==> src/hdl/pkrms_pkg.sv <==
// ----------------------------------------------------------------------------
// pkrms_pkg
// Shared constants, codes and control structs of the peak/RMS meter.
// ----------------------------------------------------------------------------
package pkrms_pkg;

    localparam int NUM_CHANNELS_DEF = 8;

    localparam int SAMPLE_W = 16;
    localparam int CHAN_W   = 3;
    localparam int COEF_W   = 16;
    localparam int PEAK_W   = 16;
    localparam int MSQ_W    = 31;
    localparam int LEVEL_W  = 16;
    localparam int DECIM_W  = 17;
    localparam int CFG_IDX_W  = 2;
    localparam int CFG_DATA_W = 16;

    localparam logic [CFG_IDX_W-1:0] REG_ATTACK_COEF   = 2'd0;
    localparam logic [CFG_IDX_W-1:0] REG_RELEASE_COEF  = 2'd1;
    localparam logic [CFG_IDX_W-1:0] REG_UPDATE_PERIOD = 2'd2;

    localparam logic [COEF_W-1:0] ATTACK_RESET  = 16'd65535;
    localparam logic [COEF_W-1:0] RELEASE_RESET = 16'd655;
    localparam logic [COEF_W-1:0] PERIOD_RESET  = 16'd1;

    localparam logic [1:0] MUL_SQ = 2'd0;
    localparam logic [1:0] MUL_PK = 2'd1;
    localparam logic [1:0] MUL_MS = 2'd2;

    typedef struct packed {
        logic       load_in;
        logic [1:0] mul_sel;
        logic       cap_sq;
        logic       upd_pk;
        logic       commit;
        logic       sqrt_start;
        logic       load_out;
    } cmd_t;

    typedef struct packed {
        logic last;
        logic emit;
        logic sqrt_busy;
    } status_t;

endpackage

==> src/hdl/pkrms_ram.sv <==
// ----------------------------------------------------------------------------
// pkrms_ram
// Generic single-write, single-read RAM with registered read data.
// ----------------------------------------------------------------------------
module pkrms_ram #(
    parameter int WIDTH = 8,
    parameter int DEPTH = 8,
    parameter int ADDR_W = (DEPTH > 1) ? $clog2(DEPTH) : 1
) (
    input  logic              clk,
    input  logic              we,
    input  logic [ADDR_W-1:0] waddr,
    input  logic [WIDTH-1:0]  wdata,
    input  logic [ADDR_W-1:0] raddr,
    output logic [WIDTH-1:0]  rdata
);

    logic [WIDTH-1:0] mem [DEPTH];
    logic [WIDTH-1:0] rdata_reg;

    always_ff @(posedge clk)
    begin
        if (we)
        begin
            mem[waddr] <= wdata;
        end
        rdata_reg <= mem[raddr];
    end

    assign rdata = rdata_reg;

endmodule

==> src/hdl/pkrms_sqrt.sv <==
// ----------------------------------------------------------------------------
// pkrms_sqrt
// Iterative floor square root, one result bit per cycle.
// ----------------------------------------------------------------------------
module pkrms_sqrt (
    input  logic        clk,
    input  logic        rst_n,
    input  logic        start,
    input  logic [31:0] value,
    output logic        busy,
    output logic [15:0] root
);

    logic        busy_reg, busy_next;
    logic [3:0]  cnt_reg, cnt_next;
    logic [31:0] val_reg, val_next;
    logic [19:0] rem_reg, rem_next;
    logic [15:0] root_reg, root_next;
    logic [19:0] rem_shift;
    logic [19:0] trial;

    always_comb
    begin
        rem_shift = {rem_reg[17:0], val_reg[31:30]};
        trial     = {2'b00, root_reg, 2'b01};
        busy_next = busy_reg;
        cnt_next  = cnt_reg;
        val_next  = val_reg;
        rem_next  = rem_reg;
        root_next = root_reg;
        if (start)
        begin
            busy_next = 1'b1;
            cnt_next  = 4'd0;
            val_next  = value;
            rem_next  = 20'd0;
            root_next = 16'd0;
        end
        else if (busy_reg)
        begin
            val_next = {val_reg[29:0], 2'b00};
            cnt_next = cnt_reg + 4'd1;
            if (rem_shift >= trial)
            begin
                rem_next  = rem_shift - trial;
                root_next = {root_reg[14:0], 1'b1};
            end
            else
            begin
                rem_next  = rem_shift;
                root_next = {root_reg[14:0], 1'b0};
            end
            if (cnt_reg == 4'd15)
            begin
                busy_next = 1'b0;
            end
        end
    end

    always_ff @(posedge clk or negedge rst_n)
    begin
        if (!rst_n)
        begin
            busy_reg <= 1'b0;
            cnt_reg  <= 4'd0;
        end
        else
        begin
            busy_reg <= busy_next;
            cnt_reg  <= cnt_next;
        end
    end

    always_ff @(posedge clk)
    begin
        val_reg  <= val_next;
        rem_reg  <= rem_next;
        root_reg <= root_next;
    end

    assign busy = busy_reg;
    assign root = root_reg;

endmodule

==> src/hdl/pkrms_datapath.sv <==
// ----------------------------------------------------------------------------
// pkrms_datapath
// Envelope store, shared multiplier, frame maxima, decimation and readout.
// ----------------------------------------------------------------------------
module pkrms_datapath #(
    parameter int NUM_CHANNELS = pkrms_pkg::NUM_CHANNELS_DEF
) (
    input  logic                                clk,
    input  logic                                rst_n,
    input  pkrms_pkg::cmd_t                     cmd,
    output pkrms_pkg::status_t                  status,
    input  logic signed [pkrms_pkg::SAMPLE_W-1:0] sample,
    input  logic [pkrms_pkg::CHAN_W-1:0]        channel,
    input  logic                                frame_last,
    input  logic                                cfg_we,
    input  logic [pkrms_pkg::CFG_IDX_W-1:0]     cfg_index,
    input  logic [pkrms_pkg::CFG_DATA_W-1:0]    cfg_data,
    output logic [pkrms_pkg::LEVEL_W-1:0]       peak_level,
    output logic [pkrms_pkg::LEVEL_W-1:0]       rms_level
);

    localparam int CH_W  = (NUM_CHANNELS > 1) ? $clog2(NUM_CHANNELS) : 1;
    localparam int ENV_W = pkrms_pkg::PEAK_W + pkrms_pkg::MSQ_W;

    logic [pkrms_pkg::COEF_W-1:0]  attack_reg, release_reg, period_reg;

    logic [pkrms_pkg::PEAK_W-1:0]  mag_reg;
    logic [pkrms_pkg::CHAN_W-1:0]  ch_reg;
    logic                          last_reg;
    logic [pkrms_pkg::MSQ_W-1:0]   sq_reg;
    logic signed [48:0]            prod_reg;
    logic [pkrms_pkg::PEAK_W-1:0]  pk_new_reg;
    logic [NUM_CHANNELS-1:0]       valid_reg, valid_next;
    logic                          rd_valid_reg;
    logic [pkrms_pkg::PEAK_W-1:0]  max_pk_reg, max_pk_next;
    logic [pkrms_pkg::MSQ_W-1:0]   max_ms_reg, max_ms_next;
    logic signed [pkrms_pkg::DECIM_W-1:0] decim_reg, decim_next;
    logic                          open_reg, open_next;
    logic [pkrms_pkg::LEVEL_W-1:0] peak_out_reg, rms_out_reg;

    logic [16:0]                   neg_sample;
    logic [pkrms_pkg::PEAK_W-1:0]  mag_in;
    logic [CH_W-1:0]               ch_idx;
    logic                          in_range;
    logic [ENV_W-1:0]              ram_rdata, ram_wdata;
    logic [pkrms_pkg::PEAK_W-1:0]  pk_env;
    logic [pkrms_pkg::MSQ_W-1:0]   ms_env, ms_new;
    logic signed [16:0]            pk_diff;
    logic signed [31:0]            ms_diff;
    logic [pkrms_pkg::COEF_W-1:0]  pk_coef, ms_coef;
    logic signed [31:0]            op_a;
    logic signed [16:0]            op_b;
    logic signed [48:0]            mul_out;
    logic signed [32:0]            step;
    logic signed [33:0]            pk_sum, ms_sum;
    logic [pkrms_pkg::PEAK_W-1:0]  base_pk;
    logic [pkrms_pkg::MSQ_W-1:0]   base_ms;
    logic signed [pkrms_pkg::DECIM_W-1:0] decim_m1, period_ext;
    logic                          sqrt_busy;
    logic [15:0]                   sqrt_root;

    assign neg_sample = 17'h10000 - {1'b0, sample};
    assign mag_in     = sample[pkrms_pkg::SAMPLE_W-1] ? neg_sample[15:0] : sample;
    assign ch_idx     = CH_W'(ch_reg);
    assign in_range   = ({29'd0, ch_reg} < NUM_CHANNELS);

    assign pk_env = rd_valid_reg ? ram_rdata[ENV_W-1:pkrms_pkg::MSQ_W] : '0;
    assign ms_env = rd_valid_reg ? ram_rdata[pkrms_pkg::MSQ_W-1:0] : '0;

    assign pk_diff = $signed({1'b0, mag_reg}) - $signed({1'b0, pk_env});
    assign ms_diff = $signed({1'b0, sq_reg}) - $signed({1'b0, ms_env});
    assign pk_coef = (mag_reg > pk_env) ? attack_reg : release_reg;
    assign ms_coef = (sq_reg > ms_env) ? attack_reg : release_reg;

    always_comb
    begin
        case (cmd.mul_sel)
            pkrms_pkg::MUL_SQ:
            begin
                op_a = $signed({16'd0, mag_reg});
                op_b = $signed({1'b0, mag_reg});
            end
            pkrms_pkg::MUL_PK:
            begin
                op_a = {{15{pk_diff[16]}}, pk_diff};
                op_b = $signed({1'b0, pk_coef});
            end
            pkrms_pkg::MUL_MS:
            begin
                op_a = ms_diff;
                op_b = $signed({1'b0, ms_coef});
            end
            default:
            begin
                op_a = '0;
                op_b = '0;
            end
        endcase
    end

    assign mul_out = op_a * op_b;
    assign step    = 33'(prod_reg >>> 16);
    assign pk_sum  = $signed({18'd0, pk_env}) + {step[32], step};
    assign ms_sum  = $signed({3'd0, ms_env}) + {step[32], step};
    assign ms_new  = ms_sum[pkrms_pkg::MSQ_W-1:0];

    assign ram_wdata = {pk_new_reg, ms_new};

    assign base_pk = open_reg ? max_pk_reg : '0;
    assign base_ms = open_reg ? max_ms_reg : '0;

    assign decim_m1   = decim_reg - 17'sd1;
    assign period_ext = (period_reg == '0) ? 17'sd1 : $signed({1'b0, period_reg});

    always_comb
    begin
        valid_next  = valid_reg;
        max_pk_next = max_pk_reg;
        max_ms_next = max_ms_reg;
        decim_next  = decim_reg;
        open_next   = open_reg;
        if (cmd.commit)
        begin
            max_pk_next = base_pk;
            max_ms_next = base_ms;
            if (in_range)
            begin
                valid_next[ch_idx] = 1'b1;
                if (pk_new_reg > base_pk)
                begin
                    max_pk_next = pk_new_reg;
                end
                if (ms_new > base_ms)
                begin
                    max_ms_next = ms_new;
                end
            end
            open_next = !last_reg;
            if (last_reg)
            begin
                decim_next = (decim_m1 <= 17'sd0) ? decim_m1 + period_ext : decim_m1;
            end
        end
    end

    pkrms_ram #(
        .WIDTH (ENV_W),
        .DEPTH (NUM_CHANNELS),
        .ADDR_W(CH_W)
    ) u_env_ram (
        .clk  (clk),
        .we   (cmd.commit && in_range),
        .waddr(ch_idx),
        .wdata(ram_wdata),
        .raddr(ch_idx),
        .rdata(ram_rdata)
    );

    pkrms_sqrt u_sqrt (
        .clk  (clk),
        .rst_n(rst_n),
        .start(cmd.sqrt_start),
        .value({1'b0, max_ms_reg}),
        .busy (sqrt_busy),
        .root (sqrt_root)
    );

    always_ff @(posedge clk or negedge rst_n)
    begin
        if (!rst_n)
        begin
            attack_reg   <= pkrms_pkg::ATTACK_RESET;
            release_reg  <= pkrms_pkg::RELEASE_RESET;
            period_reg   <= pkrms_pkg::PERIOD_RESET;
            valid_reg    <= '0;
            rd_valid_reg <= 1'b0;
            max_pk_reg   <= '0;
            max_ms_reg   <= '0;
            decim_reg    <= '0;
            open_reg     <= 1'b0;
        end
        else
        begin
            if (cfg_we)
            begin
                case (cfg_index)
                    pkrms_pkg::REG_ATTACK_COEF:   attack_reg  <= cfg_data;
                    pkrms_pkg::REG_RELEASE_COEF:  release_reg <= cfg_data;
                    pkrms_pkg::REG_UPDATE_PERIOD: period_reg  <= cfg_data;
                    default:                      ;
                endcase
            end
            valid_reg    <= valid_next;
            rd_valid_reg <= in_range ? valid_reg[ch_idx] : 1'b0;
            max_pk_reg   <= max_pk_next;
            max_ms_reg   <= max_ms_next;
            decim_reg    <= decim_next;
            open_reg     <= open_next;
        end
    end

    always_ff @(posedge clk)
    begin
        if (cmd.load_in)
        begin
            mag_reg  <= mag_in;
            ch_reg   <= channel;
            last_reg <= frame_last;
        end
        prod_reg <= mul_out;
        if (cmd.cap_sq)
        begin
            sq_reg <= prod_reg[pkrms_pkg::MSQ_W-1:0];
        end
        if (cmd.upd_pk)
        begin
            pk_new_reg <= pk_sum[pkrms_pkg::PEAK_W-1:0];
        end
        if (cmd.load_out)
        begin
            peak_out_reg <= max_pk_reg;
            rms_out_reg  <= sqrt_root;
        end
    end

    assign status.last      = last_reg;
    assign status.emit      = (decim_reg <= 17'sd1);
    assign status.sqrt_busy = sqrt_busy;

    assign peak_level = peak_out_reg;
    assign rms_level  = rms_out_reg;

endmodule

==> src/hdl/pkrms_ctrl.sv <==
// ----------------------------------------------------------------------------
// pkrms_ctrl
// Sequencer: input handshake, envelope update steps, root and output word.
// ----------------------------------------------------------------------------
module pkrms_ctrl (
    input  logic               clk,
    input  logic               rst_n,
    input  logic               in_valid,
    output logic               in_ready,
    output logic               out_valid,
    input  logic               out_ready,
    input  pkrms_pkg::status_t status,
    output pkrms_pkg::cmd_t    cmd
);

    localparam logic [2:0] ST_IDLE = 3'd0;
    localparam logic [2:0] ST_RD   = 3'd1;
    localparam logic [2:0] ST_PK   = 3'd2;
    localparam logic [2:0] ST_MS   = 3'd3;
    localparam logic [2:0] ST_WR   = 3'd4;
    localparam logic [2:0] ST_SQS  = 3'd5;
    localparam logic [2:0] ST_SQW  = 3'd6;
    localparam logic [2:0] ST_OUT  = 3'd7;

    logic [2:0] state_reg, state_next;
    logic       out_valid_reg, out_valid_next;
    logic       ready;
    logic       accept;

    always_comb
    begin
        case (state_reg)
            ST_IDLE: ready = 1'b1;
            ST_WR:   ready = !(status.last && status.emit);
            default: ready = 1'b0;
        endcase
    end

    assign accept = in_valid && ready;

    always_comb
    begin
        cmd            = '0;
        cmd.mul_sel    = pkrms_pkg::MUL_SQ;
        cmd.load_in    = accept;
        state_next     = state_reg;
        out_valid_next = out_valid_reg && !out_ready;
        case (state_reg)
            ST_IDLE:
            begin
                if (accept)
                begin
                    state_next = ST_RD;
                end
            end
            ST_RD:
            begin
                cmd.mul_sel = pkrms_pkg::MUL_SQ;
                state_next  = ST_PK;
            end
            ST_PK:
            begin
                cmd.mul_sel = pkrms_pkg::MUL_PK;
                cmd.cap_sq  = 1'b1;
                state_next  = ST_MS;
            end
            ST_MS:
            begin
                cmd.mul_sel = pkrms_pkg::MUL_MS;
                cmd.upd_pk  = 1'b1;
                state_next  = ST_WR;
            end
            ST_WR:
            begin
                cmd.commit = 1'b1;
                if (status.last && status.emit)
                begin
                    state_next = ST_SQS;
                end
                else if (accept)
                begin
                    state_next = ST_RD;
                end
                else
                begin
                    state_next = ST_IDLE;
                end
            end
            ST_SQS:
            begin
                cmd.sqrt_start = 1'b1;
                state_next     = ST_SQW;
            end
            ST_SQW:
            begin
                if (!status.sqrt_busy)
                begin
                    state_next = ST_OUT;
                end
            end
            ST_OUT:
            begin
                if (!out_valid_reg || out_ready)
                begin
                    cmd.load_out   = 1'b1;
                    out_valid_next = 1'b1;
                    state_next     = ST_IDLE;
                end
            end
            default:
            begin
                state_next = ST_IDLE;
            end
        endcase
    end

    always_ff @(posedge clk or negedge rst_n)
    begin
        if (!rst_n)
        begin
            state_reg     <= ST_IDLE;
            out_valid_reg <= 1'b0;
        end
        else
        begin
            state_reg     <= state_next;
            out_valid_reg <= out_valid_next;
        end
    end

    assign in_ready  = ready;
    assign out_valid = out_valid_reg;

endmodule

==> src/hdl/multichannel_peak_rms_meter_core.sv <==
// ----------------------------------------------------------------------------
// multichannel_peak_rms_meter_core
// Per-channel attack/release peak and mean-square envelopes with frame
// maxima and decimated peak/RMS readings.
//
//   channel   handshake             word
//   -------   -------------------   ------------------------------------
//   input     in_valid / in_ready   sample, channel, frame_last
//   output    out_valid / out_ready peak_level, rms_level
//   config    cfg_we                cfg_index, cfg_data
//
// An input word passes through envelope read and square, peak step,
// mean-square step and write-back, sharing one multiplier; the next word
// is taken in the write-back state unless a frame end emits a reading,
// which adds the bit-serial square root and the output load.
// Reset clears all envelopes (per-channel valid bits), maxima and counters.
// A pending output word holds until taken; a new reading waits for it.
// ----------------------------------------------------------------------------
module multichannel_peak_rms_meter_core #(
    parameter int NUM_CHANNELS = pkrms_pkg::NUM_CHANNELS_DEF
) (
    input  logic                                  clk,
    input  logic                                  rst_n,
    input  logic                                  in_valid,
    output logic                                  in_ready,
    input  logic signed [pkrms_pkg::SAMPLE_W-1:0] sample,
    input  logic [pkrms_pkg::CHAN_W-1:0]          channel,
    input  logic                                  frame_last,
    output logic                                  out_valid,
    input  logic                                  out_ready,
    output logic [pkrms_pkg::LEVEL_W-1:0]         peak_level,
    output logic [pkrms_pkg::LEVEL_W-1:0]         rms_level,
    input  logic                                  cfg_we,
    input  logic [pkrms_pkg::CFG_IDX_W-1:0]       cfg_index,
    input  logic [pkrms_pkg::CFG_DATA_W-1:0]      cfg_data
);

    pkrms_pkg::cmd_t    cmd;
    pkrms_pkg::status_t status;

    pkrms_ctrl u_ctrl (
        .clk      (clk),
        .rst_n    (rst_n),
        .in_valid (in_valid),
        .in_ready (in_ready),
        .out_valid(out_valid),
        .out_ready(out_ready),
        .status   (status),
        .cmd      (cmd)
    );

    pkrms_datapath #(
        .NUM_CHANNELS(NUM_CHANNELS)
    ) u_datapath (
        .clk       (clk),
        .rst_n     (rst_n),
        .cmd       (cmd),
        .status    (status),
        .sample    (sample),
        .channel   (channel),
        .frame_last(frame_last),
        .cfg_we    (cfg_we),
        .cfg_index (cfg_index),
        .cfg_data  (cfg_data),
        .peak_level(peak_level),
        .rms_level (rms_level)
    );

endmodule

==> config.mk <==
export PLATFORM = sky130hd
export DESIGN_NAME = multichannel_peak_rms_meter_core
export DESIGN_NICKNAME = d
export VERILOG_FILES = /design/src/hdl/pkrms_pkg.sv /design/src/hdl/pkrms_ram.sv /design/src/hdl/pkrms_sqrt.sv /design/src/hdl/pkrms_datapath.sv /design/src/hdl/pkrms_ctrl.sv /design/src/hdl/multichannel_peak_rms_meter_core.sv
export SDC_FILE = /design/constraint.sdc
export NUM_CORES = 2
export LEC_CHECK = 0
export ABC_CLOCK_PERIOD_IN_PS = 11300
export BUFFER_PORTS_ARGS = -buffer_cell sky130_fd_sc_hd__buf_4
export CAP_MARGIN = 40
export CORE_MARGIN = 2
export CORE_UTILIZATION = 41
export DETAILED_ROUTE_END_ITERATION = 7
export SYNTH_ARGS = -nofsm -noshare
export SYNTH_HDL_FRONTEND = slang
export SYNTH_HIERARCHICAL = 1
export SYNTH_SLANG_ARGS = --single-unit
export TNS_END_PERCENT = 30
==> constraint.sdc <==
create_clock -name clk -period 11.3 [get_ports clk]
set_input_delay 1.13 -clock clk [delete_from_list [all_inputs] [get_ports clk]]
set_output_delay 1.13 -clock clk [all_outputs]
set_load 0.02 [all_outputs]
; ---- Word-level counts from Yosys, hierarchy flattened
; Memory sizes are Yosys's and may differ from the RTL's. A register that Yosys moved wholly into a read port is not among the register bits.
; Index checks and enable logic that the tools add are counted.
[classes]
addsub = 9
n_mul = 1
order_cmp = 9
n_eq_ne = 15
n_mux = 44
bitwise_logic = 1
n_reduce_logical = 19
[ops]
columns = op, count
row1 = 2-to-1 mux 31 bit, 5
row2 = 2-to-1 mux 16 bit, 6
row3 = case mux 32 bit (3 select lines), 1
row4 = > comparator 31 bit, 2
row5 = case mux 16 bit (3 select lines), 1
row6 = multiplier 32 x 17 -> 47 bit, 1
row7 = > comparator 16 bit, 2
row8 = subtractor 31 x 31 -> 32 bit, 1
row9 = adder 31 bit, 1
row10 = case mux 3 bit (8 select lines), 1
row11 = greater-or-equal comparator 20 x 18 -> 1 bit, 1
row12 = 2-to-1 mux 18 bit, 1
row13 = subtractor 18 bit, 1
row14 = adder 17 bit, 1
row15 = <= comparator 17 x 1 -> 1 bit (second input constant), 1
row16 = <= comparator 17 x 2 -> 1 bit (second input constant), 1
row17 = 2-to-1 mux 1 bit, 17
row18 = 2-to-1 mux 17 bit, 1
row19 = subtractor 16 x 16 -> 17 bit, 1
row20 = subtractor 17 x 2 -> 17 bit (second input constant), 1
row21 = adder 16 bit, 1
row22 = logical NOT 16 bit, 1
row23 = subtractor 1 x 16 -> 16 bit (first input constant), 1
row24 = 2-to-1 mux 15 bit, 1
row25 = other kinds (26), 47
[word_totals]
regBits = 343
ramBits = 376
in_bits = 43
output_inout_bits = 34
word_cells = 125
mem_count = 1
[memory_table]
columns = name, words, width, rd, rd_clocked_by_memory_dff, wr, line
row1 = u_datapath.u_env_ram.mem, 8, 47, 1, 1, 1, pkrms_ram.sv:18  ; logic [WIDTH-1:0] mem [DEPTH];

; ---- Longest topological paths before layout
[logic_depth]
word_depth = 8
mapped_depth = 40
ltp_nobuf = 37

; ---- Hierarchy
; The synthesis kept the hierarchy.
[by_module_without_submodules]
columns = mod, instances, cells_each, area_each_um2, seq_area_each_um2
row1 = pkrms_datapath, 1, 3797, 34963.5, 6995.5
row2 = pkrms_ram, 1, 603, 15099.5, 12231.7
row3 = pkrms_sqrt, 1, 371, 3931.3, 1766.7
row4 = pkrms_ctrl, 1, 33, 297.8, 100.1

; ---- Least setup slack after synthesis
; OpenSTA, ideal clock, no wires.
[synth_path]
path_type = register -> register
start = reg u_ctrl.state_reg[2]
end = reg u_datapath.prod_reg[44]
setup_ns = 0.120
arrival_ns = 10.270
setup_slack_ns = 0.911
stages_incl_launch_ff = 31
path_buffers = 5
synth_period_minus_slack_ns = 10.389
path_cell_list = dfrtp_1 > buf_4 > nor3b_1 > buf_4 > clkbuf_1 > clkbuf_1 > buf_1 > mux2i_1 > a2bb2oi_1 > nor2_1 > fa_1 > inv_1 > fa_1 > fa_1 > inv_1 > fa_1 > fa_1 > inv_1 > fa_1 > inv_1 > ha_1 > o211ai_1 > nand2_1 > a31oi_1 > a2111oi_2 > o211ai_1 > a21oi_1 > a41oi_1 > o311ai_1 > a31oi_1 > xnor2_1
[synth_lines]
columns = element, line
row1 = "start, declared", pkrms_ctrl.sv:25  ; logic [2:0] state_reg, state_next;
row2 = "start signal, assigned", pkrms_ctrl.sv:126  ; state_reg <= state_next;
row3 = "end signal, assigned", pkrms_datapath.sv:210  ; prod_reg <= mul_out;
row4 = "end, declared", pkrms_datapath.sv:31  ; logic signed [48:0] prod_reg;

; ---- Worst setup path after layout
[layout_path]
start = reg u_datapath.rd_valid_reg
end = reg u_datapath.prod_reg[44]
[layout_via]
elab_chain_len = 5
elab_cells_between_ends = 11
cone_classes = 2 x add/sub / 1 x mul / 2 x order compare / 6 x mux
[layout_rtl]
columns = element, line
row1 = "start, declared", pkrms_datapath.sv:34  ; logic rd_valid_reg;
row2 = "start signal, assigned", pkrms_datapath.sv:194  ; rd_valid_reg <= in_range ? valid_reg[ch_idx] : 1'b0;
row3 = 2-to-1 mux 31 bit or 2-to-1 mux 16 bit (tied branches), "pkrms_datapath.sv:68, pkrms_datapath.sv:67"
row4 = > comparator 31 bit or > comparator 16 bit (tied branches), "pkrms_datapath.sv:73, pkrms_datapath.sv:72"
row5 = 2-to-1 mux 16 bit (on tied branches), "pkrms_datapath.sv:73, pkrms_datapath.sv:72"
row6 = case mux 16 bit (3 select lines), pkrms_datapath.sv:77  ; case (cmd.mul_sel)
row7 = multiplier 32 x 17 -> 47 bit *, pkrms_datapath.sv:101  ; assign mul_out = op_a * op_b;
row8 = net u_datapath.mul_out[44], pkrms_datapath.sv:53  ; logic signed [48:0] mul_out;
; The timed path passes the listed nets; every way through them passes the cells marked *.
; A chain may end at the register's enable or synchronous reset.

==> impl_metrics.toml <==
[run_status]
status = "finished, final reports clean"

[sta]
final-max-slew-violation-count = 0
fin_crit_ns = 10.61
finalSetupViolCount = 0
worst_pin_slew_ns = 0.961
hold_viol_final = 0
timing.slew.headroom_pct = 35.9
tns_ns = 0
skew_ns = 0.0496
rsz0062_at_grt = "no"
max_freq_ghz = 0.0942
fin_crit_sh_pct = 93.9

[synth]
ys_ff_latch = 766
synth_top_family_by_area = "adder cells"
synthMuxAreaShare_pct = 8.28
async_flop_share_pct = 17.1
yosys_warnings = 6
synth_seq_area_share_pct = 38.9
synth-simple-area-share_pct = 10.3
synth_compound_area_share_pct = 8.51
syn-cell-area_mm2 = 0.0543
ys_types = 113
synthFlopType = "edfxtp_1"
synth_area_per_cell_um2 = 11.3
synth-edff-count = 507
synthCells = 4804
synth_xor_area_share_pct = 2.94
yosys.area_share.adder_pct = 24.4
synth_nets = 5618

[setup_path]
max_stage_delay_ns = 0.71
cp-start-kind = "flip-flop"
end_kind = "flip-flop"
required_ns = 11.83
timing.rr.end = "u_datapath/prod_reg[44]"
worstSetupEndpoint = "u_datapath/prod_reg[44]"
crit_type = "flip-flop to flip-flop"
reg2reg_slack_ns = 0.69
ff2ff_path_depth = 35
critical_path_arrival_ns = 11.14
startpoint = "u_datapath/rd_valid_reg"
cp_max_fo = 47
path_common_cell = "fa_1"
cpMaxStageDelayCell = "o32ai_4"
r2r-start = "u_datapath/rd_valid_reg"

[place]
io_buffers = 76
routabilityCongestion = 0.923
place_hpwl_um = 103000

[drt]
first_pass_iters = 5
drc_errors = 0
wl_per_cell_um = 20.7
via_per_inst = 5.33
drt_iter0_drc = 2620
vias = 35800
antenna_left = 0
routed_wl_um = 139000

[clock_tree]
cts-resized-gates = 0
clock_path_buffers = 3
clock_latency_ns = 0.69
hold_buffers = 0
cts_buffers = 81
clkTransAtPathRegs_ns = 0.06
clockRootBuffer = "clkbuf_16"
cts_tree = "done"
htree_levels = 3
clock_sinks = 766
post-cts-setup-buffers = 0

[grt]
gr-total-overflow = 0
grt_use_total_pct = 20.8
first_global_vias = 36800
antenna_found_initial = 1
grt_max_degree = 107
grt_pass1_wl_um = 218000

[floorplan]
die_area_mm2 = 0.135
die_h_um = 368
rows = 133
io-pin-count = 77
core_mm2 = 0.131
start_util_pct = 41.3
die_w_um = 368

[finish]
mostFrequentLayoutCells = "inv_1 (711), edfxtp_1 (507), nand2_1 (488)"
syn2layout_area_growth_pct = 10.5
nets = 5704
largest_reg_flops = 376
layout_commonest_cell = "inv_1"
drive_gt1_share_pct = 14.0
antenna_cells = 0

[hold_path]
hp-class = "flip-flop to flip-flop"

[job]
drv_cap = 0
-- logic make-up after synthesis --
kind of cell               count (synthesis)
other                                      1
AOI/OAI and AO/OA                        645
buffers and inverters                    897
and+or+nand+nor                         1229
adders and majority gates                771
xor gates and xnor gates                 182
DFF                                      766
muxes                                    313
-- how the worst min path moves through the flow --
| stage | start | end | slack, ns | cells past startpoint |
|---|---|---|---|---|
| floorplan | u_datapath/prod_reg[0] | u_datapath/sq_reg[0] | 0.39 | 0 |
| finish | u_datapath/prod_reg[14] | u_datapath/sq_reg[14] | 0.41 | 0 |
| global placement | u_datapath/prod_reg[13] | u_datapath/sq_reg[13] | 0.39 | 0 |
| global route | u_datapath/prod_reg[2] | u_datapath/sq_reg[2] | 0.41 | 0 |
| CTS | u_datapath/prod_reg[14] | u_datapath/sq_reg[14] | 0.41 | 0 |
| detailed placement | u_datapath/prod_reg[6] | u_datapath/sq_reg[6] | 0.39 | 0 |
-- critical path: cells and delay by family, from the launching register on --
family,cells,cell delay (ns)
buf+inv,5,0.65
fa+ha+maj,9,4.16
mux,1,0.18
xor+xnor,1,0.15
flops,1,0.32
simple gates,6,0.95
compound gates,13,4.02
-- final cells by class --
cell class / count / area [µm²]
fill: 12100 / 71500
multi-input combinational: 3141 / 29700
sequential: 766 / 21100
inverter: 711 / 2670
clock buffer: 105 / 2200
tap: 1755 / 2200
timing repair buffer: 189 / 1510
clock inverter: 46 / 623
-- Yosys cell counts, drive strengths merged (12+ instances only) --
| master | instances | area share (%) |
|---|---|---|
| and2 | 44 | 0.53 |
| o21bai | 17 | 0.24 |
| xor2 | 52 | 0.84 |
| o21ai | 106 | 1.0 |
| mux2 | 129 | 2.7 |
| a211oi | 32 | 0.46 |
| buf | 88 | 1.1 |
| mux2i | 88 | 1.6 |
| a31oi | 18 | 0.24 |
| nand2 | 493 | 3.4 |
| o31ai | 18 | 0.29 |
| a22o | 29 | 0.47 |
| or3 | 13 | 0.15 |
| nor3 | 49 | 0.51 |
| edfxtp | 507 | 28 |
| mux4 | 96 | 4.0 |
| dfstp | 23 | 1.1 |
| nand2b | 41 | 0.47 |
| ha | 289 | 6.7 |
| fa | 482 | 18 |
| dfxtp | 128 | 4.7 |
| nand4 | 34 | 0.42 |
| nor2b | 32 | 0.37 |
| inv | 711 | 4.9 |
| and3 | 17 | 0.20 |
| o21a | 33 | 0.46 |
| nand3 | 39 | 0.41 |
| a31o | 12 | 0.19 |
| a21o | 80 | 1.1 |
| xnor2 | 130 | 2.1 |
| nor2 | 404 | 2.9 |
| dfrtp | 108 | 5.0 |
| a21oi | 174 | 1.6 |
| o211ai | 16 | 0.23 |
| clkbuf | 98 | 0.68 |
-- metrics by stage --
| stage | worst slack [ns] | instance area (µm²) | instances | util (%) | hold slack [ns] |
|---|---|---|---|---|---|
| 4_1_cts | 0.757 | 60000 | 6712 | 45.6 | 0.408 |
| 3_3_place_gp | 0.865 | 57000 | 6550 | 43.4 | 0.387 |
| 6_report | 0.689 | 60000 | 6713 | 45.6 | 0.407 |
| 5_1_grt | 0.165 | 60000 | 6713 | 45.6 | 0.410 |
| 2_1_floorplan | 0.911 | 54300 | 4804 | - | 0.386 |
| 3_5_place_dp | 0.817 | 57200 | 6561 | 43.5 | 0.391 |
-- routing by layer --
layer  GRT usage, %  share of wire [%]  vias to the layer above
met2           33.4                 47                     1019
met1           28.9                 44                    18200
met3           3.67                6.4                      212
met5              0                  0                        -
li1               -                  -                    16400
met4           6.19                3.0                        0
Power is not shown: default switching activity piles up to over one toggle a cycle in this logic, so the estimate is an artifact.
